### src/hw/rtl/dig_pkg.sv
// Shared types, constants and helper functions for the diagonal interleaver.
package dig_pkg;

  localparam int MAX_ROWS          = 12;
  localparam int MAX_CW_BITS       = 8;
  localparam int CW_W              = 8;
  localparam int SYM_W             = 12;
  localparam int CFG_W             = 4;
  localparam int ROW_IDX_W         = $clog2(MAX_ROWS);
  localparam int BIT_IDX_W         = $clog2(MAX_CW_BITS);

  localparam logic [CFG_W-1:0] MIN_ROWS_V    = CFG_W'(5);
  localparam logic [CFG_W-1:0] MAX_ROWS_V    = CFG_W'(MAX_ROWS);
  localparam logic [CFG_W-1:0] MIN_BITS_V    = CFG_W'(5);
  localparam logic [CFG_W-1:0] MAX_BITS_V    = CFG_W'(MAX_CW_BITS);
  localparam logic [CFG_W-1:0] RESET_ROWS    = CFG_W'(10);
  localparam logic [CFG_W-1:0] RESET_BITS    = CFG_W'(8);

  localparam logic REG_ROWS_USED     = 1'b0;
  localparam logic REG_CODEWORD_BITS = 1'b1;

  typedef struct packed {
    logic                 shift_in;
    logic                 emit;
    logic [BIT_IDX_W-1:0] bit_idx;
    logic                 last;
  } dig_cmd_t;

  typedef struct packed {
    logic [CFG_W-1:0] rows_eff;
    logic [CFG_W-1:0] bits_eff;
    logic             out_valid;
  } dig_status_t;

  function automatic logic [CFG_W-1:0] clamp_cfg(input logic [CFG_W-1:0] v,
                                                 input logic [CFG_W-1:0] lo,
                                                 input logic [CFG_W-1:0] hi);
    logic [CFG_W-1:0] r;
    r = v;
    if (v < lo) r = lo;
    if (v > hi) r = hi;
    return r;
  endfunction

  function automatic logic [SYM_W-1:0] gray_to_bin(input logic [SYM_W-1:0] g);
    logic [SYM_W-1:0] acc;
    acc = g;
    acc = acc ^ (acc >> 1);
    acc = acc ^ (acc >> 2);
    acc = acc ^ (acc >> 4);
    acc = acc ^ (acc >> 8);
    return acc;
  endfunction

endpackage

### src/hw/rtl/diagonal_interleave_gray_decode.sv
// Top level: diagonal bit interleaver with Gray decoding of each symbol.
//
// Input channel (in_valid/in_ready/codeword): one codeword per transaction.
// A block is rows_used codewords (clamped to 5..12); codeword_bits (clamped
// to 5..8) gives the used width and the number of symbols per block.
// Output channel (out_valid/out_ready): one symbol per transaction with its
// Gray-decoded value; last marks the final symbol of a block.
// Codewords load one per cycle into a shift line. After the final codeword
// the block stops taking input and emits codeword_bits symbols, one per
// cycle while the output register can take them, by rotating the line; the
// first symbol is registered from the emit state that the final codeword
// enters. The output register decouples the two sides: input reopens
// as soon as the last symbol is registered. A stalled receiver holds the
// output register and pauses the rotation.
// Reset restores rows_used=10, codeword_bits=8 and an empty block; any
// configuration write also drops a partly loaded block or one being emitted.
module diagonal_interleave_gray_decode (
  input  logic                          clk,
  input  logic                          rst,
  input  logic                          cfg_wr_en,
  input  logic                          cfg_index,
  input  logic [dig_pkg::CFG_W-1:0]     cfg_data,
  input  logic                          in_valid,
  output logic                          in_ready,
  input  logic [dig_pkg::CW_W-1:0]      codeword,
  output logic                          out_valid,
  input  logic                          out_ready,
  output logic [dig_pkg::SYM_W-1:0]     gray_symbol,
  output logic [dig_pkg::SYM_W-1:0]     raw_symbol,
  output logic                          last
);

  dig_pkg::dig_cmd_t    cmd;
  dig_pkg::dig_status_t status;

  dig_ctrl u_ctrl (
    .clk       (clk),
    .rst       (rst),
    .cfg_wr_en (cfg_wr_en),
    .in_valid  (in_valid),
    .out_ready (out_ready),
    .status    (status),
    .in_ready  (in_ready),
    .cmd       (cmd)
  );

  dig_datapath u_datapath (
    .clk         (clk),
    .rst         (rst),
    .cfg_wr_en   (cfg_wr_en),
    .cfg_index   (cfg_index),
    .cfg_data    (cfg_data),
    .codeword    (codeword),
    .out_ready   (out_ready),
    .cmd         (cmd),
    .status      (status),
    .out_valid   (out_valid),
    .gray_symbol (gray_symbol),
    .raw_symbol  (raw_symbol),
    .last        (last)
  );

endmodule

### src/hw/rtl/dig_datapath.sv
// Datapath: config registers, codeword shift/rotate line and output register.
module dig_datapath (
  input  logic                          clk,
  input  logic                          rst,
  input  logic                          cfg_wr_en,
  input  logic                          cfg_index,
  input  logic [dig_pkg::CFG_W-1:0]     cfg_data,
  input  logic [dig_pkg::CW_W-1:0]      codeword,
  input  logic                          out_ready,
  input  dig_pkg::dig_cmd_t             cmd,
  output dig_pkg::dig_status_t          status,
  output logic                          out_valid,
  output logic [dig_pkg::SYM_W-1:0]     gray_symbol,
  output logic [dig_pkg::SYM_W-1:0]     raw_symbol,
  output logic                          last
);

  logic [dig_pkg::CFG_W-1:0]     rows_used;
  logic [dig_pkg::CFG_W-1:0]     codeword_bits;
  logic [dig_pkg::CFG_W-1:0]     rows_eff;
  logic [dig_pkg::CW_W-1:0]      row_reg [dig_pkg::MAX_ROWS];
  logic [dig_pkg::CW_W-1:0]      head_next;
  logic [dig_pkg::ROW_IDX_W-1:0] tail_idx;
  logic [dig_pkg::SYM_W-1:0]     column;
  logic [dig_pkg::SYM_W-1:0]     sym;
  logic [dig_pkg::CFG_W-1:0]     shift_amt;

  assign rows_eff = dig_pkg::clamp_cfg(rows_used, dig_pkg::MIN_ROWS_V, dig_pkg::MAX_ROWS_V);

  assign status.rows_eff  = rows_eff;
  assign status.bits_eff  = dig_pkg::clamp_cfg(codeword_bits, dig_pkg::MIN_BITS_V,
                                               dig_pkg::MAX_BITS_V);
  assign status.out_valid = out_valid;

  always_ff @(posedge clk) begin
    if (rst) begin
      rows_used     <= dig_pkg::RESET_ROWS;
      codeword_bits <= dig_pkg::RESET_BITS;
    end else if (cfg_wr_en) begin
      unique case (cfg_index)
        dig_pkg::REG_ROWS_USED:     rows_used     <= cfg_data;
        dig_pkg::REG_CODEWORD_BITS: codeword_bits <= cfg_data;
        default: ;
      endcase
    end
  end

  // Entry m holds codeword (i-1-m) mod rows while symbol i is built.
  assign tail_idx  = dig_pkg::ROW_IDX_W'(rows_eff - dig_pkg::CFG_W'(1));
  assign head_next = cmd.shift_in ? codeword : row_reg[tail_idx];

  always_ff @(posedge clk) begin
    if (cmd.shift_in || cmd.emit) begin
      row_reg[0] <= head_next;
      for (int m = 1; m < dig_pkg::MAX_ROWS; m++) begin
        row_reg[m] <= row_reg[m-1];
      end
    end
  end

  always_comb begin
    for (int j = 0; j < dig_pkg::MAX_ROWS; j++) begin
      column[dig_pkg::SYM_W-1-j] = row_reg[j][cmd.bit_idx];
    end
  end

  assign shift_amt = dig_pkg::CFG_W'(dig_pkg::MAX_ROWS) - rows_eff;
  assign sym       = column >> shift_amt;

  always_ff @(posedge clk) begin
    if (rst) begin
      out_valid <= 1'b0;
    end else if (cmd.emit) begin
      out_valid <= 1'b1;
    end else if (out_ready) begin
      out_valid <= 1'b0;
    end
  end

  always_ff @(posedge clk) begin
    if (cmd.emit) begin
      gray_symbol <= sym;
      raw_symbol  <= dig_pkg::gray_to_bin(sym);
      last        <= cmd.last;
    end
  end

endmodule

### src/hw/rtl/dig_ctrl.sv
// Controller: load counter, symbol counter and load/emit state machine.
module dig_ctrl (
  input  logic                 clk,
  input  logic                 rst,
  input  logic                 cfg_wr_en,
  input  logic                 in_valid,
  input  logic                 out_ready,
  input  dig_pkg::dig_status_t status,
  output logic                 in_ready,
  output dig_pkg::dig_cmd_t    cmd
);

  localparam logic ST_LOAD = 1'b0;
  localparam logic ST_EMIT = 1'b1;

  logic                          state;
  logic                          state_next;
  logic [dig_pkg::CFG_W-1:0]     count;
  logic [dig_pkg::CFG_W-1:0]     count_next;
  logic [dig_pkg::BIT_IDX_W-1:0] bit_idx;
  logic [dig_pkg::BIT_IDX_W-1:0] bit_idx_next;
  logic                          in_take;
  logic                          emit;

  assign in_ready = (state == ST_LOAD);
  assign in_take  = in_valid && in_ready;
  assign emit     = (state == ST_EMIT) && (!status.out_valid || out_ready);

  assign cmd.shift_in = in_take;
  assign cmd.emit     = emit;
  assign cmd.bit_idx  = bit_idx;
  assign cmd.last     = (bit_idx == '0);

  always_comb begin
    state_next   = state;
    count_next   = count;
    bit_idx_next = bit_idx;
    unique case (state)
      ST_LOAD: begin
        if (in_take) begin
          if (count + dig_pkg::CFG_W'(1) == status.rows_eff) begin
            state_next   = ST_EMIT;
            count_next   = '0;
            bit_idx_next = dig_pkg::BIT_IDX_W'(status.bits_eff - dig_pkg::CFG_W'(1));
          end else begin
            count_next = count + dig_pkg::CFG_W'(1);
          end
        end
      end
      ST_EMIT: begin
        if (emit) begin
          if (bit_idx == '0) begin
            state_next = ST_LOAD;
          end else begin
            bit_idx_next = bit_idx - dig_pkg::BIT_IDX_W'(1);
          end
        end
      end
      default: state_next = ST_LOAD;
    endcase
    if (cfg_wr_en) begin
      state_next = ST_LOAD;
      count_next = '0;
    end
  end

  always_ff @(posedge clk) begin
    if (rst) begin
      state   <= ST_LOAD;
      count   <= '0;
      bit_idx <= '0;
    end else begin
      state   <= state_next;
      count   <= count_next;
      bit_idx <= bit_idx_next;
    end
  end

endmodule

### config.mk
export PLATFORM = sky130hd
export DESIGN_NAME = diagonal_interleave_gray_decode
export DESIGN_NICKNAME = d
export VERILOG_FILES = /design/src/hw/rtl/dig_pkg.sv /design/src/hw/rtl/diagonal_interleave_gray_decode.sv /design/src/hw/rtl/dig_datapath.sv /design/src/hw/rtl/dig_ctrl.sv
export SDC_FILE = /design/constraint.sdc
export NUM_CORES = 1
export LEC_CHECK = 0
export CORE_ASPECT_RATIO = 1.4
export CORE_MARGIN = 2
export CORE_UTILIZATION = 62
export DETAILED_ROUTE_END_ITERATION = 16
export DONT_BUFFER_PORTS = 1
export PLACE_DENSITY_LB_ADDON = 0.3
export SETUP_SLACK_MARGIN = 0.15
export SYNTH_ARGS = -nofsm -noshare
export SYNTH_HDL_FRONTEND = slang
export SYNTH_SLANG_ARGS = --single-unit
### constraint.sdc
create_clock -name clk -period 7.9 [get_ports clk]
set_input_delay 1.975 -clock clk [delete_from_list [all_inputs] [get_ports clk]]
set_output_delay 1.975 -clock clk [all_outputs]
set_load 0.02 [all_outputs]
==> results.cfg, run 1 <==
[outcome]
outcome = complete, no violations

[global_route]
grt.overflow.total = 0
track_usage_pct = 25.3
grt_max_degree = 89
grt_pass1_vias = 4071
antenna_found_initial = 0
grt_pass1_wl_um = 22200

[sta]
tns_ps = 0
rsz0062_at_grt = false
setup_viol = 0
hold_ws_ps = 455
drv_slew = 0
layout_setup_ws_ps = 2340
fin_crit_ps = 5560
hold_viol_final = 0
worstMarginPinSlew_ps = 1330
fin_crit_sh_pct = 70.4
fmax_mhz = 180
finalClockSkew_ps = 10.9
maxSlewHeadroom_pct = 10.8

[clock_network]
htreeDepth = 4
clk_pin_slew_ps = 60
post_cts_buffers = 0
ctsHoldBuffers = 0
cts_buffer_depth = 2
ctsRootBufferMaster = clkbuf_16
clock-sinks = 137
post_cts_resized = 0
cts_inserted_buffers = 17
insertion_delay_ps = 420
cts_tree = built

[synth]
synth_edf_count = 120
synth_ff_type = edfxtp_1
ys_ff_latch = 137
yosysSeqAreaShare_pct = 57.2
synth_top_family_by_area = multiplexers
synthCells = 474
synth_commonest_cells = edfxtp_1 (120), mux2i_1 (61), nor2_1 (35)
synth.area.mux_share_pct = 22.4
synth_top_area_share_pct = 52.2
yosysUniqueCellTypes = 60
syn_nets = 495
synth_area_leaders = edfxtp_1 (52%), mux4_2 (11%), mux2i_1 (8.9%)
synth-simple-area-share_pct = 6.27
syn_area_um2 = 6900
synth-compound-area-share_pct = 7.05
yosys_warnings = 0
syn_avg_cell_area_um2 = 14.6
yosys.area_share.xor_xnor_pct = 3.72
yosys.cell_count.top_type = edfxtp_1
yosys.area.top_type = edfxtp_1
async_flop_share_pct = 0
synth_adder_area_share_pct = 0.544

[routing]
drc = 0
wire_per_inst_um = 23.3
via_count = 4066
via_per_inst = 6.54
wl_um = 14500
drtIter0Drc = 387
ant_nets = 0
dr.pass1.iters = 5

[placement]
place_area_um2 = 6970
place_inst = 590
portBuffers = 0
place_congestion = 0.787
dp_slack_ps = 2370
dpl.hpwl_um = 9830

[layout]
design_area_um2 = 7620
nFillCells = 686
final-instance-count-excl-fill = 622
multi_input_area_um2 = 2780
fin_util_pct = 70.2
largest_reg_flops = 96
area_delta_synth_final_pct = 10.5
seqCellArea_um2 = 3950
finish.net_count = 489
diodes = 0
layout-drive-gt1-share_pct = 18.1

[power]
irDropWorstVdd_mv = 0.172
powerDensity_nw_per_um2 = 279
p_total_mw = 2.13
p_leak_nw = 2.64

[die]
die_h_um = 129
std_cell_rows = 45
die_area_um2 = 12000
coreArea_um2 = 10900
io-pin-count = 45
dieWidth_um = 93.2
start_util_pct = 63.5

[critical_path]
crit_arrival_ps = 5720
path_cells = a21oi_1, o21a_1, buf_4, clkinv_1, ha_2, mux4_2, a31oi_1, nor4_1, o31a_4, xnor2_4, xnor3_1
cp.required_ps = 8060
critical_path.max_fanout = 59
max_stage_delay_ps = 1420
cp_slowest_cell = ha_2
endpoint_kind = flip-flop
worstSetupPathType = reg2reg
startpoint_type = flip-flop

[run]
drv_cap = 0

[hold_path]
hold_path_class = reg2reg
## logic make-up (layout without fill, tap and decap cells)
kind of cell,count (synthesis),in the layout
multiplexers,108,108
adder cells (fa/ha/maj),3,3
AO/OA/AOI/OAI,71,71
AND/OR/NAND/NOR,95,95
buffers and inverters,37,44
XOR/XNOR,23,23
flip-flops,137,137
## layer usage
layer,GRT usage [%],vias up,wire length (um),share of wire (%)
li1,-,1833,-,-
met1,30.3,2041,5550,38
met2,45.3,166,7910,54
met3,5.56,26,751,5.2
met4,8.56,0,310,2.1
met5,0,-,0,0
## worst paths after layout
| path | start | to | slack, ps | cells past startpoint |
|---|---|---|---|---|
| hold / removal | u_datapath.row_reg[0][3] | u_datapath.row_reg[1][3] | 460 | 0 |
| setup reg to reg | u_datapath.rows_used[2] | u_datapath.raw_symbol[0] | 2340 | 11 |
| setup / recovery | u_datapath.rows_used[2] | u_datapath.raw_symbol[0] | 2340 | 11 |
| hold reg to reg | u_datapath.row_reg[0][3] | u_datapath.row_reg[1][3] | 460 | 0 |
## layout by cell type (no fill, tap or decap), types with 6 or more instances in the layout
cell type  count
a211oi_1      16
a21o_1         8
a21oi_1       12
buf_4          7
clkbuf_16     17
dfxtp_1       16
edfxtp_1     120
mux2_2         6
mux2i_1       61
mux4_2        33
nand2_1       25
nand3_1        7
nor2_1        35
nor3_1         8
o21ai_0       16
xnor2_1        9
xor2_1         9
## cell type report
type	count	area share [%]
Sequential cell	137	51.7
Timing Repair Buffer	7	0.689
Multi-Input combinational cell	300	36.5
Inverter	5	0.246
Tap cell	141	2.31
Clock inverter	14	2.90
Clock buffer	18	5.63
## power breakdown
| part | internal, mW | total, mW | switching (mW) |
|---|---|---|---|
| Sequential | 0.857 | 0.886 | 0.0289 |
| Clock | 0.562 | 0.868 | 0.306 |
| Combinational | 0.183 | 0.375 | 0.193 |
## worst max-delay path: cells and delay by family, from the launching register on
family / cells / cell delay, ps
XOR/XNOR: 2 / 720
AO/OA/AOI/OAI: 4 / 940
flip-flops: 1 / 370
adder cells (fa/ha/maj): 1 / 1420
buffers and inverters: 2 / 1260
multiplexers: 1 / 450
AND/OR/NAND/NOR: 1 / 100
Note: power is estimated with default switching activity, not from simulation.
==> run 2: changes to the inputs <==
==> constraint.sdc (replaced) <==
create_clock -name clk -period 5.47 [get_ports clk]
set_input_delay 1.3675 -clock clk [delete_from_list [all_inputs] [get_ports clk]]
set_output_delay 1.3675 -clock clk [all_outputs]
set_load 0.02 [all_outputs]
==> run 2 against run 1 <==
Non-clock buffer count is 2 higher. Sequential share of layout area is 0.25 points lower. Clock power is 50% higher. Critical path type unchanged. Largest cell class unchanged. Critical path depth is 3 lower. Critical endpoint unchanged. Worst setup slack worse by 1100 ps.
==> results.cfg, run 2 (synthesized netlist as in run 1, its figures left out) <==
[routing]
wl_um = 14900
wire_per_inst_um = 24.0
ant_nets = 0
via_count = 4177
via_per_inst = 6.69
drc = 0
dr.pass1.iters = 5
drtIter0Drc = 338

[global_route]
antenna_found_initial = 0
grt_max_degree = 89
met3_usage_pct = 5.74
grt.overflow.total = 0
busiest_layer = met2
global_route.usage.met2_pct = 44.7
grt_pass1_vias = 4274
grt_pass1_wl_um = 23300
met1_usage_pct = 33.2
track_usage_pct = 26.5

[layout]
final_common_cell = edfxtp_1
nFillCells = 683
largest_reg_flops = 96
layout_common_cells = edfxtp_1 (120), mux2i_1 (61), nor2_1 (35)
diodes = 0
layout-drive-gt1-share_pct = 18.4
area_delta_synth_final_pct = 11.1
finish.net_count = 491

[placement]
dpl.hpwl_um = 10100
place_congestion = 0.867
portBuffers = 0

[sta]
setup_viol = 0
maxSlewHeadroom_pct = 14.6
rsz0062_at_grt = false
hold_viol_final = 0
drv_slew = 0
tns_ps = 0
worstMarginPinSlew_ps = 1280
fin_crit_ps = 4240
hold_ws_ps = 453
finalClockSkew_ps = 9.76
fin_crit_sh_pct = 77.5
fmax_mhz = 236

[critical_path]
reg2reg_from = u_ctrl.bit_idx[0]
path_cells = mux2i_1, mux4_2, mux4_2, a31oi_1, nor4_1, o31a_4, xnor2_4, xnor3_1
startpoint_type = flip-flop
crit_start = u_ctrl.bit_idx[0]
critical_path.max_fanout = 20
reg2reg_slack_ps = 1230
cp_slowest_cell = dfxtp_1
critPathBufInv = 0
crit_arrival_ps = 4400
crit_cells = 8
worstSetupPathType = reg2reg
path_common_cell = mux4_2
critical_path.top_delay_family = multiplexers
endpoint_kind = flip-flop
reg2reg_depth = 8
max_stage_delay_ps = 1080
cp.required_ps = 5630
cp-endpoint = u_datapath.raw_symbol[0]
reg2reg_to = u_datapath.raw_symbol[0]

[clock_network]
htreeDepth = 4
clock-sinks = 137
ctsRootBufferMaster = clkbuf_16
post_cts_resized = 0
cts_buffer_depth = 2
cts_tree = built
ctsHoldBuffers = 0
clk_pin_slew_ps = 60
post_cts_buffers = 0
insertion_delay_ps = 410
cts_inserted_buffers = 17

[die]
std_cell_rows = 45
coreArea_um2 = 10900
die_area_um2 = 12000
io-pin-count = 45
dieWidth_um = 93.2
start_util_pct = 63.5
die_h_um = 129

[power]
p_leak_nw = 2.67
powerDensity_nw_per_um2 = 409
irDropWorstVdd_mv = 0.282

[hold_path]
hold_path_class = reg2reg

[outcome]
outcome = complete, no violations

[run]
drv_cap = 0
-- run 2: area by class of cell --
type / count / area [um2] / share of cell area (%)
Clock inverter: 15 / 248 / 3.23
Clock buffer: 17 / 425 / 5.55
Timing Repair Buffer: 9 / 67.6 / 0.882
Sequential cell: 137 / 3950 / 51.5
Tap cell: 141 / 176 / 2.30
Multi-Input combinational cell: 300 / 2780 / 36.3
Inverter: 5 / 18.8 / 0.245
-- run 2: metal layers --
metal  share of wire, %  vias to the layer above
met5                  0                        -
met4                3.2                        0
met3                6.5                       29
met2                 52                      202
met1                 39                     2112
li1                   -                     1834
-- run 2: worst min-delay path by stage --
| stage | start | end | slack (ps) | cells past startpoint |
|---|---|---|---|---|
| after floorplan | u_datapath.row_reg[0][0] | u_datapath.row_reg[1][0] | 430 | 0 |
| after global placement | u_datapath.row_reg[0][1] | u_datapath.row_reg[1][1] | 430 | 0 |
| after detailed placement | u_datapath.row_reg[0][2] | u_datapath.row_reg[1][2] | 450 | 0 |
| after CTS | u_datapath.codeword_bits[0] | u_datapath.codeword_bits[0] | 460 | 2 |
| after global routing | u_datapath.row_reg[0][7] | u_datapath.row_reg[1][7] | 470 | 0 |
| final | u_datapath.codeword_bits[0] | u_datapath.codeword_bits[0] | 450 | 2 |
-- run 2: tightest hold or removal path, stage by stage, from the launching register on --
cell and delay [ps]:
dfxtp_1 310, nand2_1 50, a21oi_1 50
-- run 2: report_power, final --
group / total (mW) / switching, mW / internal (mW)
clock: 1.30 / 0.441 / 0.857
combinational: 0.551 / 0.286 / 0.265
sequential: 1.28 / 0.0449 / 1.24
total: 3.13 / 0.772 / 2.36
-- run 2: per-stage QoR --
stage	cell area [um2]	worst slack, ps	util [%]	power, mW	std cells
final	7660	1230	70.5	3.13	624
after global routing	7660	1050	70.5	3.23	624
after CTS	7660	1260	70.5	3.14	624
after detailed placement	6990	1340	64.3	1.84	592
after global placement	6990	1550	64.3	1.83	592
after floorplan	6900	1080	-	1.73	474
==> run 3: changes to the inputs <==
--- a/config.mk
+++ b/config.mk
@@ -7,7 +7,7 @@
 export LEC_CHECK = 0
 export CORE_ASPECT_RATIO = 1.4
 export CORE_MARGIN = 2
-export CORE_UTILIZATION = 62
+export CORE_UTILIZATION = 58
 export DETAILED_ROUTE_END_ITERATION = 16
 export DONT_BUFFER_PORTS = 1
 export PLACE_DENSITY_LB_ADDON = 0.3
==> constraint.sdc (replaced) <==
create_clock -name clk -period 3.85 [get_ports clk]
set_input_delay 0.9625 -clock clk [delete_from_list [all_inputs] [get_ports clk]]
set_output_delay 0.9625 -clock clk [all_outputs]
set_load 0.02 [all_outputs]
==> run 3 against run 2 <==
Worst hold slack gained 7.2 ps. Combinational power grew 55%. Cell area grew 0.42%. First-iteration DRC count grew 8.0%. Cell count grew 2.4%. Critical path type unchanged. Non-clock buffer count grew 9. Count of clock-buffer cells in the layout grew 12.
==> results.cfg, run 3 (synthesized netlist as in run 1, its figures left out) <==
[clock_network]
cts_tree = built
ctsHoldBuffers = 0
ctsRootBufferMaster = clkbuf_16
clk_pin_slew_ps = 60
insertion_delay_ps = 410
clock-sinks = 137
htreeDepth = 4
cts_inserted_buffers = 17
cts_buffer_depth = 2

[critical_path]
critical_path.top_delay_family = multiplexers
startpoint_type = flip-flop
cp_slowest_cell = mux4_2
worstSetupPathType = reg2reg
max_stage_delay_ps = 620
reg2reg_depth = 8
cp.required_ps = 4000
endpoint_kind = flip-flop
critPathBufInv = 0
reg2reg_from = u_ctrl.bit_idx[1]
path_cells = mux2i_1, mux4_2, or3_1, a21boi_0, nor4_1, o31a_4, xnor2_4, xor3_1
critical_path.max_fanout = 17
reg2reg_slack_ps = 310
reg2reg_to = u_datapath.raw_symbol[1]
crit_arrival_ps = 3700

[power]
p_int_mw = 3.22
switching_share_pct = 25.1
irDropWorstVdd_mv = 0.387
p_leak_nw = 2.69
p_sw_mw = 1.08
seq_power_share_pct = 42.2
powerDensity_nw_per_um2 = 559
clkPwrFrac_pct = 37.9
p_total_mw = 4.30
combPwrFrac_pct = 19.8

[sta]
worstMarginPinSlew_ps = 1160
fin_crit_sh_pct = 92.0
fin_crit_ps = 3540
rsz0062_at_grt = false
maxSlewHeadroom_pct = 22.2
drv_slew = 0
finalClockSkew_ps = 5.43
tns_ps = 0
setup_viol = 0
hold_viol_final = 0
fmax_mhz = 282

[layout]
layout-drive-gt1-share_pct = 19.7
area_delta_synth_final_pct = 11.5
diodes = 0
largest_reg_flops = 96
design_area_um2 = 7690
final-instance-count-excl-fill = 639
finish.net_count = 500
fin_util_pct = 65.8
final_common_cell = edfxtp_1
layout_common_cells = edfxtp_1 (120), mux2i_1 (61), nor2_1 (35)

[routing]
drc = 0
via_per_inst = 6.38
dr.pass1.iters = 7
ant_nets = 0
via_count = 4074
drtIter0Drc = 365
wire_per_inst_um = 22.3
wl_um = 14300

[die]
coreArea_um2 = 11700
die_area_um2 = 12800
io-pin-count = 45
dieWidth_um = 96.2
die_h_um = 133
std_cell_rows = 47
start_util_pct = 59.0

[placement]
place_inst = 603
place_area_um2 = 7050
portBuffers = 0
place_congestion = 0.824
dpl.hpwl_um = 9900

[global_route]
grt.overflow.total = 0
track_usage_pct = 24.3
antenna_found_initial = 0
grt_pass1_wl_um = 22900
grt_max_degree = 49
grt_pass1_vias = 4088

[hold_path]
holdPathStages = 0
hold_start = u_datapath.row_reg[0][4]
min_to = u_datapath.row_reg[1][4]
hold_path_class = reg2reg

[outcome]
outcome = complete, no violations

[run]
drv_cap = 0
[run 3: worst register-to-register path, stage by stage, from the launching register on]
cell and delay [ps]:
dfxtp_2 600, mux2i_1 140, mux4_2 620, or3_1 440
a21boi_0 330, nor4_1 120, o31a_4 390, xnor2_4 270
xor3_1 370
[run 3: layout make-up]
cell class | count | area (um2)
fillers | 794 | 4010
flip-flops and latches | 137 | 3950
multi-input cells | 300 | 2790
clock buffers | 29 | 586
well taps | 147 | 184
repair buffers | 18 | 151
clock inverters | 3 | 20.0
inverters | 5 | 20.0
[run 3: worst max path at each step]
stage / start / endpoint / slack, ps / cells past startpoint
floorplan: u_datapath.rows_used[3] / u_datapath.raw_symbol[1] / 170 / 15
CTS: u_ctrl.bit_idx[1] / u_datapath.raw_symbol[0] / 200 / 9
global route: u_datapath.rows_used[2] / u_datapath.raw_symbol[1] / 160 / 12
global placement: u_ctrl.bit_idx[1] / u_datapath.raw_symbol[1] / 370 / 9
detailed placement: u_ctrl.bit_idx[1] / u_datapath.raw_symbol[0] / 230 / 9
finish: u_ctrl.bit_idx[1] / u_datapath.raw_symbol[1] / 310 / 8
[run 3: power groups by stage]
stage / registers (mW) / clock network [mW] / logic [mW]
6_report: 1.82 / 1.63 / 0.854
5_1_grt: 1.83 / 1.71 / 0.928
4_1_cts: 1.82 / 1.65 / 0.783
3_5_place_dp: 1.85 / 0 / 0.775
3_3_place_gp: 1.84 / 0 / 0.746
2_1_floorplan: 1.82 / 0 / 0.634
[run 3: routing by layer]
layer | global-route usage [%] | part of all wire (%)
met1 | 32.4 | 41
met2 | 39.0 | 53
met3 | 5.41 | 4.8
met4 | 8.73 | 1.3
met5 | 0 | 0
[run 3: metrics by stage]
stage | hold slack, ps | worst slack, ps
CTS | 463 | 204
floorplan | 426 | 167
detailed placement | 441 | 234
finish | 460 | 309
global route | 475 | 165
global placement | 440 | 374
[run 3: what timing repair did]
| action | CTS | global route |
|---|---|---|
| resized for setup | 0 | 2 |
| setup endpoints to repair | 0 | 2 |
| setup buffers | 0 | 4 |
